==> config.mk <==
export PLATFORM = sky130hd
export DESIGN_NAME = idl_ctrl
export DESIGN_NICKNAME = d
export VERILOG_FILES = /design/src/rtl/assert_macros.svh /design/src/rtl/idl_pkg.sv /design/src/rtl/idl_ctrl.sv
export SDC_FILE = /design/constraint.sdc
export NUM_CORES = 1
export LEC_CHECK = 0
export BUFFER_PORTS_ARGS = -buffer_cell sky130_fd_sc_hd__buf_2
export CELL_PAD_IN_SITES_DETAIL_PLACEMENT = 1
export CELL_PAD_IN_SITES_GLOBAL_PLACEMENT = 1
export CORE_MARGIN = 2
export CORE_UTILIZATION = 26
export CTS_CLUSTER_DIAMETER = 50
export DETAILED_ROUTE_END_ITERATION = 8
export HOLD_SLACK_MARGIN = 0.03
export PLACE_DENSITY = 0.71
export SYNTH_ARGS = -nofsm -noshare
export SYNTH_HDL_FRONTEND = slang
export SYNTH_SLANG_ARGS = --single-unit
export TNS_END_PERCENT = 50
==> constraint.sdc <==
create_clock -name clock -period 1.46 [get_ports clock]
set_clock_uncertainty 0.2 [all_clocks]
set_input_delay 0.292 -clock clock [delete_from_list [all_inputs] [get_ports clock]]
set_output_delay 0.292 -clock clock [all_outputs]
set_load 0.01 [all_outputs]
==> src/rtl/assert_macros.svh <==
`ifndef ASSERT_MACROS_SVH
`define ASSERT_MACROS_SVH

// check a property on every clock edge outside reset
`define ASSERT_ALWAYS(label, clk, rst, prop, msg) \
   label: assert property (@(posedge clk) disable iff (rst) (prop)) else $error(msg);

// check that the antecedent in one cycle implies the consequent in the same cycle
`define ASSERT_IMPLIES(label, clk, rst, ante, cons, msg) \
   label: assert property (@(posedge clk) disable iff (rst) (ante) |-> (cons)) else $error(msg);

// check that the antecedent in one cycle implies the consequent in the next cycle
`define ASSERT_NEXT(label, clk, rst, ante, cons, msg) \
   label: assert property (@(posedge clk) disable iff (rst) (ante) |=> (cons)) else $error(msg);

`endif

==> src/rtl/idl_pkg.sv <==
package idl_pkg;

   localparam int LIST_CAPACITY_DEF = 'h200;
   localparam int FLAG_COUNT_DEF    = 'h200;

   localparam int ID_W     = 16;
   localparam int OP_W     = 3;
   localparam int SLOT_W   = 10;
   localparam int LENGTH_W = 10;

   typedef enum logic [OP_W-1:0] {
      OP_ADD      = 3'd0,
      OP_CONTAINS = 3'd1,
      OP_POSITION = 3'd2,
      OP_READ     = 3'd3,
      OP_TEST     = 3'd4,
      OP_MARK     = 3'd5
   } op_type;

   typedef enum logic [2:0] {
      ST_CLEAR,
      ST_IDLE,
      ST_EXEC,
      ST_SEARCH,
      ST_WAIT,
      ST_RESP
   } state_type;

   typedef enum logic [2:0] {
      RES_NONE,
      RES_OK,
      RES_SLOT,
      RES_FLAG,
      RES_POS
   } res_sel_type;

   typedef struct packed {
      logic [OP_W-1:0]   req_type;
      logic [ID_W-1:0]   item_id;
      logic [SLOT_W-1:0] slot_index;
   } req_payload_type;

   typedef struct packed {
      logic                success;
      logic [ID_W-1:0]     result_value;
      logic [LENGTH_W-1:0] list_length;
   } rsp_payload_type;

   typedef struct packed {
      logic        clear_step;
      logic        capture;
      logic        add;
      logic        mark;
      logic        search_start;
      logic        search_step;
      logic        rd_slot;
      logic        res_load;
      res_sel_type res_sel;
      logic        push;
   } cmd_type;

   typedef struct packed {
      logic [OP_W-1:0] op;
      logic            id_lt_def;
      logic            id_lt_flag;
      logic            slot_lt_cnt;
      logic            list_full;
      logic            hit;
      logic            scan_done;
      logic            clear_done;
      logic            rsp_free;
   } stat_type;

endpackage

==> src/rtl/idl_ctrl.sv <==
module idl_ctrl import idl_pkg::*; (
   input  logic     clock,
   input  logic     reset,
   input  stat_type stat,
   input  logic     req_valid,
   output logic     req_ready,
   output cmd_type  cmd
);
   state_type state_ff, state_in;

   always_ff @(posedge clock) begin
      if (reset) begin
         state_ff <= ST_CLEAR;
      end else begin
         state_ff <= state_in;
      end
   end

   always_comb begin
      state_in  = state_ff;
      req_ready = 1'b0;
      cmd       = '0;
      cmd.res_sel = RES_NONE;
      case (state_ff)
         ST_CLEAR: begin
            cmd.clear_step = 1'b1;
            if (stat.clear_done) begin
               state_in = ST_IDLE;
            end
         end
         ST_IDLE: begin
            req_ready = 1'b1;
            if (req_valid) begin
               cmd.capture = 1'b1;
               state_in    = ST_EXEC;
            end
         end
         ST_EXEC: begin
            state_in     = ST_RESP;
            cmd.res_load = 1'b1;
            case (stat.op)
               OP_ADD: begin
                  if (stat.id_lt_def && !stat.list_full) begin
                     cmd.add     = 1'b1;
                     cmd.res_sel = RES_OK;
                  end
               end
               OP_CONTAINS: begin
                  if (stat.id_lt_def) begin
                     cmd.res_load     = 1'b0;
                     cmd.search_start = 1'b1;
                     state_in         = ST_SEARCH;
                  end
               end
               OP_POSITION: begin
                  cmd.res_load     = 1'b0;
                  cmd.search_start = 1'b1;
                  state_in         = ST_SEARCH;
               end
               OP_READ: begin
                  if (stat.slot_lt_cnt) begin
                     cmd.res_load = 1'b0;
                     cmd.rd_slot  = 1'b1;
                     state_in     = ST_WAIT;
                  end
               end
               OP_TEST: begin
                  if (stat.id_lt_flag) begin
                     cmd.res_load = 1'b0;
                     state_in     = ST_WAIT;
                  end
               end
               OP_MARK: begin
                  if (stat.id_lt_flag) begin
                     cmd.mark    = 1'b1;
                     cmd.res_sel = RES_OK;
                  end
               end
               default: begin
                  cmd.res_sel = RES_NONE;
               end
            endcase
         end
         ST_SEARCH: begin
            cmd.search_step = 1'b1;
            if (stat.hit) begin
               cmd.res_load = 1'b1;
               cmd.res_sel  = (stat.op == OP_POSITION) ? RES_POS : RES_OK;
               state_in     = ST_RESP;
            end else if (stat.scan_done) begin
               cmd.res_load = 1'b1;
               state_in     = ST_RESP;
            end
         end
         ST_WAIT: begin
            cmd.res_load = 1'b1;
            cmd.res_sel  = (stat.op == OP_READ) ? RES_SLOT : RES_FLAG;
            state_in     = ST_RESP;
         end
         ST_RESP: begin
            if (stat.rsp_free) begin
               cmd.push = 1'b1;
               state_in = ST_IDLE;
            end
         end
         default: begin
            state_in = ST_IDLE;
         end
      endcase
   end
endmodule

==> results of run 1 <==
==> power by group through the flow <==
stage               sequential, uW  combinational [uW]  clock (uW)
detailed placement            98.5                 175           0
global placement              98.3                 168           0
global route                   101                 244         180
finish                         100                 230         167
CTS                           99.9                 211         162
floorplan                     92.4                85.1           0
==> worst min-delay path by stage <==
stage | start | endpoint | slack [ns]
6_report | reset | state_ff[2]$_SDFFE_PP0P_ | 0.07
3_5_place_dp | reset | state_ff[1]$_SDFFE_PP0P_ | 0.30
4_1_cts | reset | state_ff[2]$_SDFFE_PP0P_ | 0.05
2_1_floorplan | reset | state_ff[1]$_SDFFE_PP0P_ | 0.16
5_1_grt | reset | state_ff[2]$_SDFFE_PP0P_ | 0.04
3_3_place_gp | reset | state_ff[1]$_SDFFE_PP0P_ | 0.30
==> cell type report <==
class                           instances  area [um2]  share of cell area, %
Clock buffer                            4        26.3                   2.81
Multi-Input combinational cell         48         439                   46.9
Tap cell                               16        20.0                   2.14
Sequential cell                         3        68.8                   7.35
Inverter                                1        3.75                  0.401
Timing Repair Buffer                   54         378                   40.4
==> metal layers <==
metal	track usage (%)	vias to the layer above
met5	0	-
met4	15.8	0
met3	4.49	8
met2	44.1	41
met1	21.6	319
li1	-	319
==> kinds of logic after synthesis <==
kind of cell           Yosys count
AO/OA/AOI/OAI                   12
AND/OR/NAND/NOR                 35
flip-flops                       3
multiplexers                     1
buffers and inverters            5
==> through the flow <==
step	total power [uW]	std cells
2_1_floorplan	177	56
6_report	497	126
3_5_place_dp	273	116
3_3_place_gp	267	116
4_1_cts	473	124
5_1_grt	525	126
==> cells in the final DEF (no fill, tap or decap), drive strengths merged, types with 2 or more instances in the layout <==
| cell type | synthesis | layout |
|---|---|---|
| buf | 4 | 54 |
| nand2 | 4 | 4 |
| clkbuf | 0 | 4 |
| nor2b | 4 | 4 |
| nor2 | 4 | 4 |
| nor3b | 4 | 4 |
| o21ai | 4 | 4 |
| nand3 | 3 | 3 |
| nor3 | 3 | 3 |
| dfxtp | 3 | 3 |
| nand3b | 2 | 2 |
| nand4bb | 2 | 2 |
| a21oi | 2 | 2 |
==> timing repair <==
item	in CTS	in global routing
hold buffers	0	0
buffers inserted	4	3
hold endpoints to repair	0	0
endpoints found under the setup margin	13	15
resized for setup	23	7
pin swaps	8	2
cloned	0	0
==> out/results.tsv, run 1 <==
metric	value	unit
run status	complete, but fails checks	
failing checks	negative setup slack	
Core ar.	1510	um2
worst-margin pin slew	0.290	ns
Post-DRT Antenna Nets	0	
Routed WL per cell	17.6	um
Pleak	0.000463	uW
Clock H-tree levels	1	
DP Area	744	um2
internal power	319	uW
clock slew at reported path FFs	0.05	ns
GP Congestion	0.687	
Place WS	-0.351	ns
Min Hold Slack	0.0691	ns
Final Setup Violations	14	
largest area contributor in the netlist	dfxtp_1	
ys async rst share	0	%
Max Slew Vio Count	0	
family with the most delay on the worst path	simple AND/OR/NAND/NOR gates	
Synth Instances	56	
DR top layer	met4	
CP startpoint	state_ff[0]$_SDFFE_PP0P_	
Die Width	44.0	um
initial DRC count	6	
worst-path cell chain	nor3b_4 -> nand3_2 -> o31ai_2 -> buf_2	
vias	687	
Layout Nets	125	
initial antenna violation count	0	
crit path kind	reg -> out	
ys flop type	dfxtp_1	
fin crit share	129	%
Power Density	531	nW/um2
Worst Hold Class	in -> reg	
vias in the first global route	719	
Peak VDD IR	0.000212	V
filler cell count	194	
syn avg cell area	7.44	um2
crit path buf inv count	1	
setup TNS	-3.70	ns
gr ovfl total	0	
final wirelength	2.22	mm
Worst R2R Setup Slack	-0.11	ns
Setup crit start kind	flip-flop	
Tmin final	1.89	ns
number of diodes	0	
Die H	44.0	um
Synth Area in Compound Gates	19.2	%
area share of the largest cell type after synthesis	14.4	%
full die area	1940	um2
worst hold stages	2	
max reg flops	3	
drt drc	0	
slowest cell on the critical path	dfxtp_4	
Seq pwr share	20.2	%
final hold viol count	0	
Port Buffer Count	26	
layout cells sized above 1	76.4	%
fin util	62.1	%
FF-to-FF End	state_ff[2]$_SDFFE_PP0P_	
pin count of the biggest net entering global routing	8	
Mapped Area	417	um2
Critical Path End	cmd[4]	
unrepaired setup endpoints after global routing	yes	
CTS Sinks	3	
multiplexer share of the synthesized area	2.70	%
XOR/XNOR share of the synthesized area	0	%
delay of the slowest critical-path stage	0.37	ns
TritonCTS clock tree	yes	
Synth Area in Adders	0	%
global-route wire length before repair	3.23	mm
TritonCTS buffer count	3	
Max Cap Viol	0	
Largest regs	state_ff (3)	
cell area after layout	936	um2
fmax	0.529	GHz
final worst setup slack	-0.429	ns
metal1 wirelength	734	um
Worst EP arrival	1.40	ns
Largest Register	state_ff	
later-pin clock latency in the skew report	0.25	ns
Critical Path Stages	4	
row count	14	
clock share of power	33.6	%
routed vias/inst	5.45	
DR WL met3	115	um
main combinational cell family by area after synthesis	simple AND/OR/NAND/NOR gates	
root buf cell	clkbuf_4	
share of the yosys chip area belonging to registers	14.4	%
DR pass1 iterations	4	
syn nets	70	
Initial Util	27.7	%
Top Ports	27	
worst-path fanout max	5	
HPWL after detailed placement	1.40	mm
Area Overhead vs Synth	125	%
Routed met2 length	1.27	mm
post-synthesis cell type count	31	
Commonest cells post-synth	4 x buf_2, 4 x nand2_1, 4 x nor2_1, 4 x nor2b_1	
net switching power	177	uW
RR Startpoint	state_ff[0]$_SDFFE_PP0P_	
Critical Path RT	0.97	ns
Global Route Usage Sum	23.1	%
Post-synth EDFFs	0	
Worst Setup End Kind	primary output	
Yosys warnings	0	
Post-Synth Simple-Gate Area	58.0	%
worst r2r path cells	5	
Sw Ratio	35.7	%
Max clock buf depth	2	
Max transition margin	80.6	%
Yosys reg bits	3	
Comb power frac	46.2	%
ranking of synthesized cells by area	dfxtp_1 14%, nor2b_1 6.0%, nor3b_2 6.0%	
Note: power is estimated with default switching activity, not from simulation.
==> inputs of run 2 (changes only) <==
--- a/config.mk
+++ b/config.mk
@@ -12,8 +12,10 @@
 export CORE_UTILIZATION = 26
 export CTS_CLUSTER_DIAMETER = 50
 export DETAILED_ROUTE_END_ITERATION = 8
+export GPL_TIMING_DRIVEN = 0
 export HOLD_SLACK_MARGIN = 0.03
 export PLACE_DENSITY = 0.71
+export REMOVE_ABC_BUFFERS = 1
 export SYNTH_ARGS = -nofsm -noshare
 export SYNTH_HDL_FRONTEND = slang
 export SYNTH_SLANG_ARGS = --single-unit
==> run 2 against run 1 <==
The run still ends with negative setup slack left; hold slack got worse by 0.015 ns; non-clock buffer count fell by 15; critical path depth rose by 2.
==> out/results.tsv, run 2 (same netlist as run 1, synthesis figures left out) <==
metric	value	unit	change
vias in the first global route	589		-18%
Worst R2R Setup Slack	0.05	ns	+0.16 ns
layout cells sized above 1	63.2	%	-13 points
Global Route Usage Sum	18.7	%	-4.4 points
Die Width	44.0	um	unchanged
full die area	1940	um2	unchanged
max reg flops	3		unchanged
run status	complete, but fails checks		
Layout Nets	110		-12%
worst-margin pin slew	0.358	ns	+0.0681 ns
worst hold stages	2		unchanged
Setup crit start kind	flip-flop		
Worst Hold Class	in -> reg		
Critical Path RT	0.97	ns	about the same
worst-path fanout max	6		+1
Max transition margin	75.8	%	-4.8 points
Min Hold Slack	0.0538	ns	-0.0152 ns
final wirelength	1.89	mm	-15%
row count	14		unchanged
Top Ports	27		unchanged
final worst setup slack	-0.391	ns	+0.0374 ns
crit path kind	reg -> out		
failing checks	negative setup slack		
Hold Buf Count CTS	0		unchanged
final hold viol count	0		unchanged
Post-DRT Antenna Nets	0		unchanged
GP Congestion	0.727		+5.7%
Port Buffer Count	26		unchanged
Pleak	0.000382	uW	-17%
fmax	0.540	GHz	+2.0%
global-route wire length before repair	2.71	mm	-16%
Die H	44.0	um	unchanged
TritonCTS clock tree	yes		
later-pin clock latency in the skew report	0.24	ns	about the same
clock slew at reported path FFs	0.05	ns	about the same
setup TNS	-3.35	ns	+0.348 ns
most frequent cells in the layout	24 x buf_2, 10 x buf_4		
Max Slew Vio Count	0		unchanged
Largest regs	state_ff (3)		
Worst Setup End Kind	primary output		
pin count of the biggest net entering global routing	12		+4
Largest Register	state_ff		
TritonCTS buffer count	3		unchanged
Max Cap Viol	0		unchanged
Initial Util	27.7	%	unchanged
Routed WL per cell	17.0	um	-3.4%
root buf cell	clkbuf_4		
Area Overhead vs Synth	88.9	%	
Final Setup Violations	13		-1
HPWL after detailed placement	1.01	mm	-28%
DP Area	547	um2	-27%
routed vias/inst	5.42		-0.53%
worst r2r path cells	3		-2
vias	602		-12%
cell area after layout	787	um2	-16%
gr ovfl total	0		unchanged
fin crit share	127	%	-2.6 points
filler cell count	183		-5.7%
initial antenna violation count	0		unchanged
drt drc	0		unchanged
number of diodes	0		unchanged
Worst EP arrival	1.36	ns	-0.04 ns
DR pass1 iterations	4		unchanged
unrepaired setup endpoints after global routing	yes		
CTS Sinks	3		unchanged
commonest non-fill, non-tap cell in the layout	buf_2		
Max clock buf depth	2		unchanged
Tmin final	1.85	ns	-0.0374 ns
Clock H-tree levels	1		unchanged
Peak VDD IR	0.000364	V	+72%
initial DRC count	7		+1
Core ar.	1510	um2	unchanged
Power Density	576	nW/um2	+8.6%
==> run 2: worst max-delay path: stages (launching register included) <==
cell     delay (ns)
dfxtp_4        0.37
buf_12         0.14
buf_6          0.12
nor2_4         0.09
nand2_2        0.07
nor3_2         0.15
buf_2          0.18
==> run 2: timing repair <==
| action | in CTS | in global routing |
|---|---|---|
| gates resized for setup | 14 | 13 |
| pin swaps | 7 | 4 |
| buffers inserted | 9 | 4 |
| endpoints found under the setup margin | 15 | 13 |
==> run 2: worst paths after layout <==
path	to	start
worst max-delay path	cmd[8]	state_ff[0]$_SDFFE_PP0P_
worst min-delay path	state_ff[1]$_SDFFE_PP0P_	reset
worst max register to register	state_ff[2]$_SDFFE_PP0P_	state_ff[2]$_SDFFE_PP0P_
worst min register to register	state_ff[0]$_SDFFE_PP0P_	state_ff[1]$_SDFFE_PP0P_
==> run 2: per-layer routing <==
layer	vias up	GRT usage [%]	share of wire, %	routed length, um
met3	0	2.45	2.6	49
met1	292	25.7	47	882
met2	14	31.5	51	955
li1	296	-	-	-
met4	0	3.64	0	0
met5	-	0	0	0
==> run 2: power breakdown <==
part | switching (uW) | internal (uW)
Clock | 46.6 | 103
Combinational | 91.5 | 111
Sequential | 14.1 | 87.5
==> run 2: final cells by class <==
cell class | instances | area (um2) | area share [%]
sequential | 3 | 71.3 | 9.06
multi-input combinational | 48 | 397 | 50.4
inverter | 1 | 3.75 | 0.477
clock buffer | 4 | 26.3 | 3.34
timing repair buffer | 39 | 269 | 34.2
tap | 16 | 20.0 | 2.54
==> run 2: stage by stage <==
step,power [uW],utilization (%),setup WS [ns],cells
after floorplan,161,-,-0.231,52
after global placement,215,36.3,-0.461,94
after detailed placement,218,36.3,-0.432,94
after CTS,399,46.1,-0.356,107
after global routing,486,52.2,-0.493,111
final,453,52.2,-0.391,111
==> inputs of run 3 (changes only) <==
--- a/config.mk
+++ b/config.mk
@@ -16,6 +16,7 @@
 export HOLD_SLACK_MARGIN = 0.03
 export PLACE_DENSITY = 0.71
 export REMOVE_ABC_BUFFERS = 1
+export SETUP_SLACK_MARGIN = 0.4
 export SYNTH_ARGS = -nofsm -noshare
 export SYNTH_HDL_FRONTEND = slang
 export SYNTH_SLANG_ARGS = --single-unit
==> run 3 against run 2 <==
Critical path depth decreased by 1; utilization rose by 6.3 points; largest cell class unchanged; setup slack worse by 0.052 ns; clock-buffer cell count did not move; clock power is essentially flat; highest routed layer unchanged; total power increased by 6.4%; the run still ends with negative setup slack left; register-to-register slack worse by 0.10 ns.
==> out/results.tsv, run 3 (same netlist as run 1, synthesis figures left out) <==
metric	value	unit	change
Peak VDD IR	0.000592	V	+62%
later-pin clock latency in the skew report	0.23	ns	about the same
cell area after layout	882	um2	+12%
DP Area	547	um2	unchanged
run status	complete, but fails checks		
worst-margin pin slew	0.409	ns	+0.0512 ns
Worst EP arrival	1.41	ns	+0.05 ns
Routed WL per cell	20.5	um	+21%
CTS Sinks	3		unchanged
routed vias/inst	5.72		+5.4%
final hold viol count	0		unchanged
clock slew at reported path FFs	0.04	ns	about the same
drt drc	0		unchanged
slowest cell on the critical path	dfxtp_4		
Die H	44.0	um	unchanged
Die Width	44.0	um	unchanged
global-route wire length before repair	2.62	mm	-3.3%
Worst Setup End Kind	primary output		
Hold Buf Count CTS	0		unchanged
max reg flops	3		unchanged
Place WS	-0.432	ns	unchanged
Core ar.	1510	um2	unchanged
Final Setup Violations	14		+1
Power Density	547	nW/um2	-5.1%
fin crit share	130	%	+3.5 points
full die area	1940	um2	unchanged
fmax	0.525	GHz	-2.7%
crit path kind	reg -> out		
unrepaired setup endpoints after global routing	yes		
delay of the slowest critical-path stage	0.39	ns	+0.02 ns
Area Overhead vs Synth	112	%	
DR pass1 iterations	4		unchanged
root buf cell	clkbuf_4		
Setup crit start kind	flip-flop		
Largest regs	state_ff (3)		
Max transition margin	72.3	%	-3.5 points
Tmin final	1.90	ns	+0.0517 ns
Post-DRT Antenna Nets	0		unchanged
Max Cap Viol	0		unchanged
number of diodes	0		unchanged
Critical Path RT	0.97	ns	about the same
Top Ports	27		unchanged
gr ovfl total	0		unchanged
Clock H-tree levels	1		unchanged
worst-path cell chain	nor3b_4 -> buf_4 -> nor2b_4 -> o2bb2ai_1 -> buf_2		
Initial Util	27.7	%	unchanged
vias in the first global route	602		+2.2%
Largest Register	state_ff		
TritonCTS buffer count	3		unchanged
Layout Nets	116		+5.5%
most frequent cells in the layout	20 x buf_2, 16 x buf_4, 7 x buf_6		
placed cells	94		unchanged
Min Hold Slack	0.0587	ns	+0.00488 ns
TritonCTS clock tree	yes		
vias	669		+11%
commonest non-fill, non-tap cell in the layout	buf_2		
initial antenna violation count	0		unchanged
initial DRC count	9		+2
crit path buf inv count	2		-1
worst-path fanout max	5		-1
family with the most delay on the worst path	flip-flops		
Worst Hold Class	in -> reg		
row count	14		unchanged
Pleak	0.000421	uW	+10%
Final Non-Filler Cells	117		+5.4%
Global Route Usage Sum	17.8	%	-0.93 points
final worst setup slack	-0.443	ns	-0.0517 ns
Max clock buf depth	2		unchanged
failing checks	negative setup slack		
pin count of the biggest net entering global routing	12		unchanged
layout cells sized above 1	69.3	%	+6.1 points
Port Buffer Count	26		unchanged
Max Slew Vio Count	0		unchanged
final wirelength	2.40	mm	+27%
HPWL after detailed placement	1.01	mm	unchanged
GP Congestion	0.727		unchanged
fin util	58.6	%	+6.3 points
==> run 3: final timing paths <==
check                                 from                       end  slack (ns)  depth (start not counted)
setup / recovery  state_ff[1]$_SDFFE_PP0P_                    cmd[1]       -0.44                          5
hold / removal                       reset  state_ff[2]$_SDFFE_PP0P_        0.06                          2
setup reg to reg  state_ff[1]$_SDFFE_PP0P_  state_ff[1]$_SDFFE_PP0P_       -0.05                          6
hold reg to reg   state_ff[1]$_SDFFE_PP0P_  state_ff[0]$_SDFFE_PP0P_        0.40                          2
==> run 3: timing repair <==
| action | CTS | global route |
|---|---|---|
| pin swaps | 7 | 11 |
| gates cloned | 0 | 0 |
| resized for setup | 13 | 28 |
| setup buffers | 10 | 9 |
| setup endpoints to repair | 16 | 16 |
==> run 3: per-stage QoR <==
step	power, uW	TNS, ns
floorplan	161	-0.654
global placement	215	-1.97
detailed placement	218	-2.13
CTS	401	-3.09
global route	514	-4.78
finish	482	-4.02
==> run 3: routing by layer <==
metal / track usage, % / part of all wire (%) / up-vias
met3: 2.45 / 3.2 / 0
met5: 0 / 0 / -
met4: 4.85 / 0 / 0
met1: 21.7 / 43 / 343
met2: 32.4 / 54 / 25
li1: - / - / 301
==> run 3: worst reg2reg max path, stage by stage, from the launching register on <==
cell and delay, ns:
dfxtp_4 0.37, buf_12 0.13, buf_4 0.14, buf_4 0.13, nor3b_1 0.13, o21ai_1 0.19
a21oi_1 0.10
==> run 3: layout make-up <==
cell class	instances	area, um2
fill	189	624
tap	16	20.0
inverter	1	3.75
clock buffer	4	26.3
sequential	3	71.3
multi-input combinational	48	422
timing repair buffer	45	339
==> run 3: where the power goes <==
group	internal (uW)	leakage, uW	switching, uW
clock network	103	0.0000150	44.3
logic	128	0.000380	103
registers	87.6	0.0000267	16.2
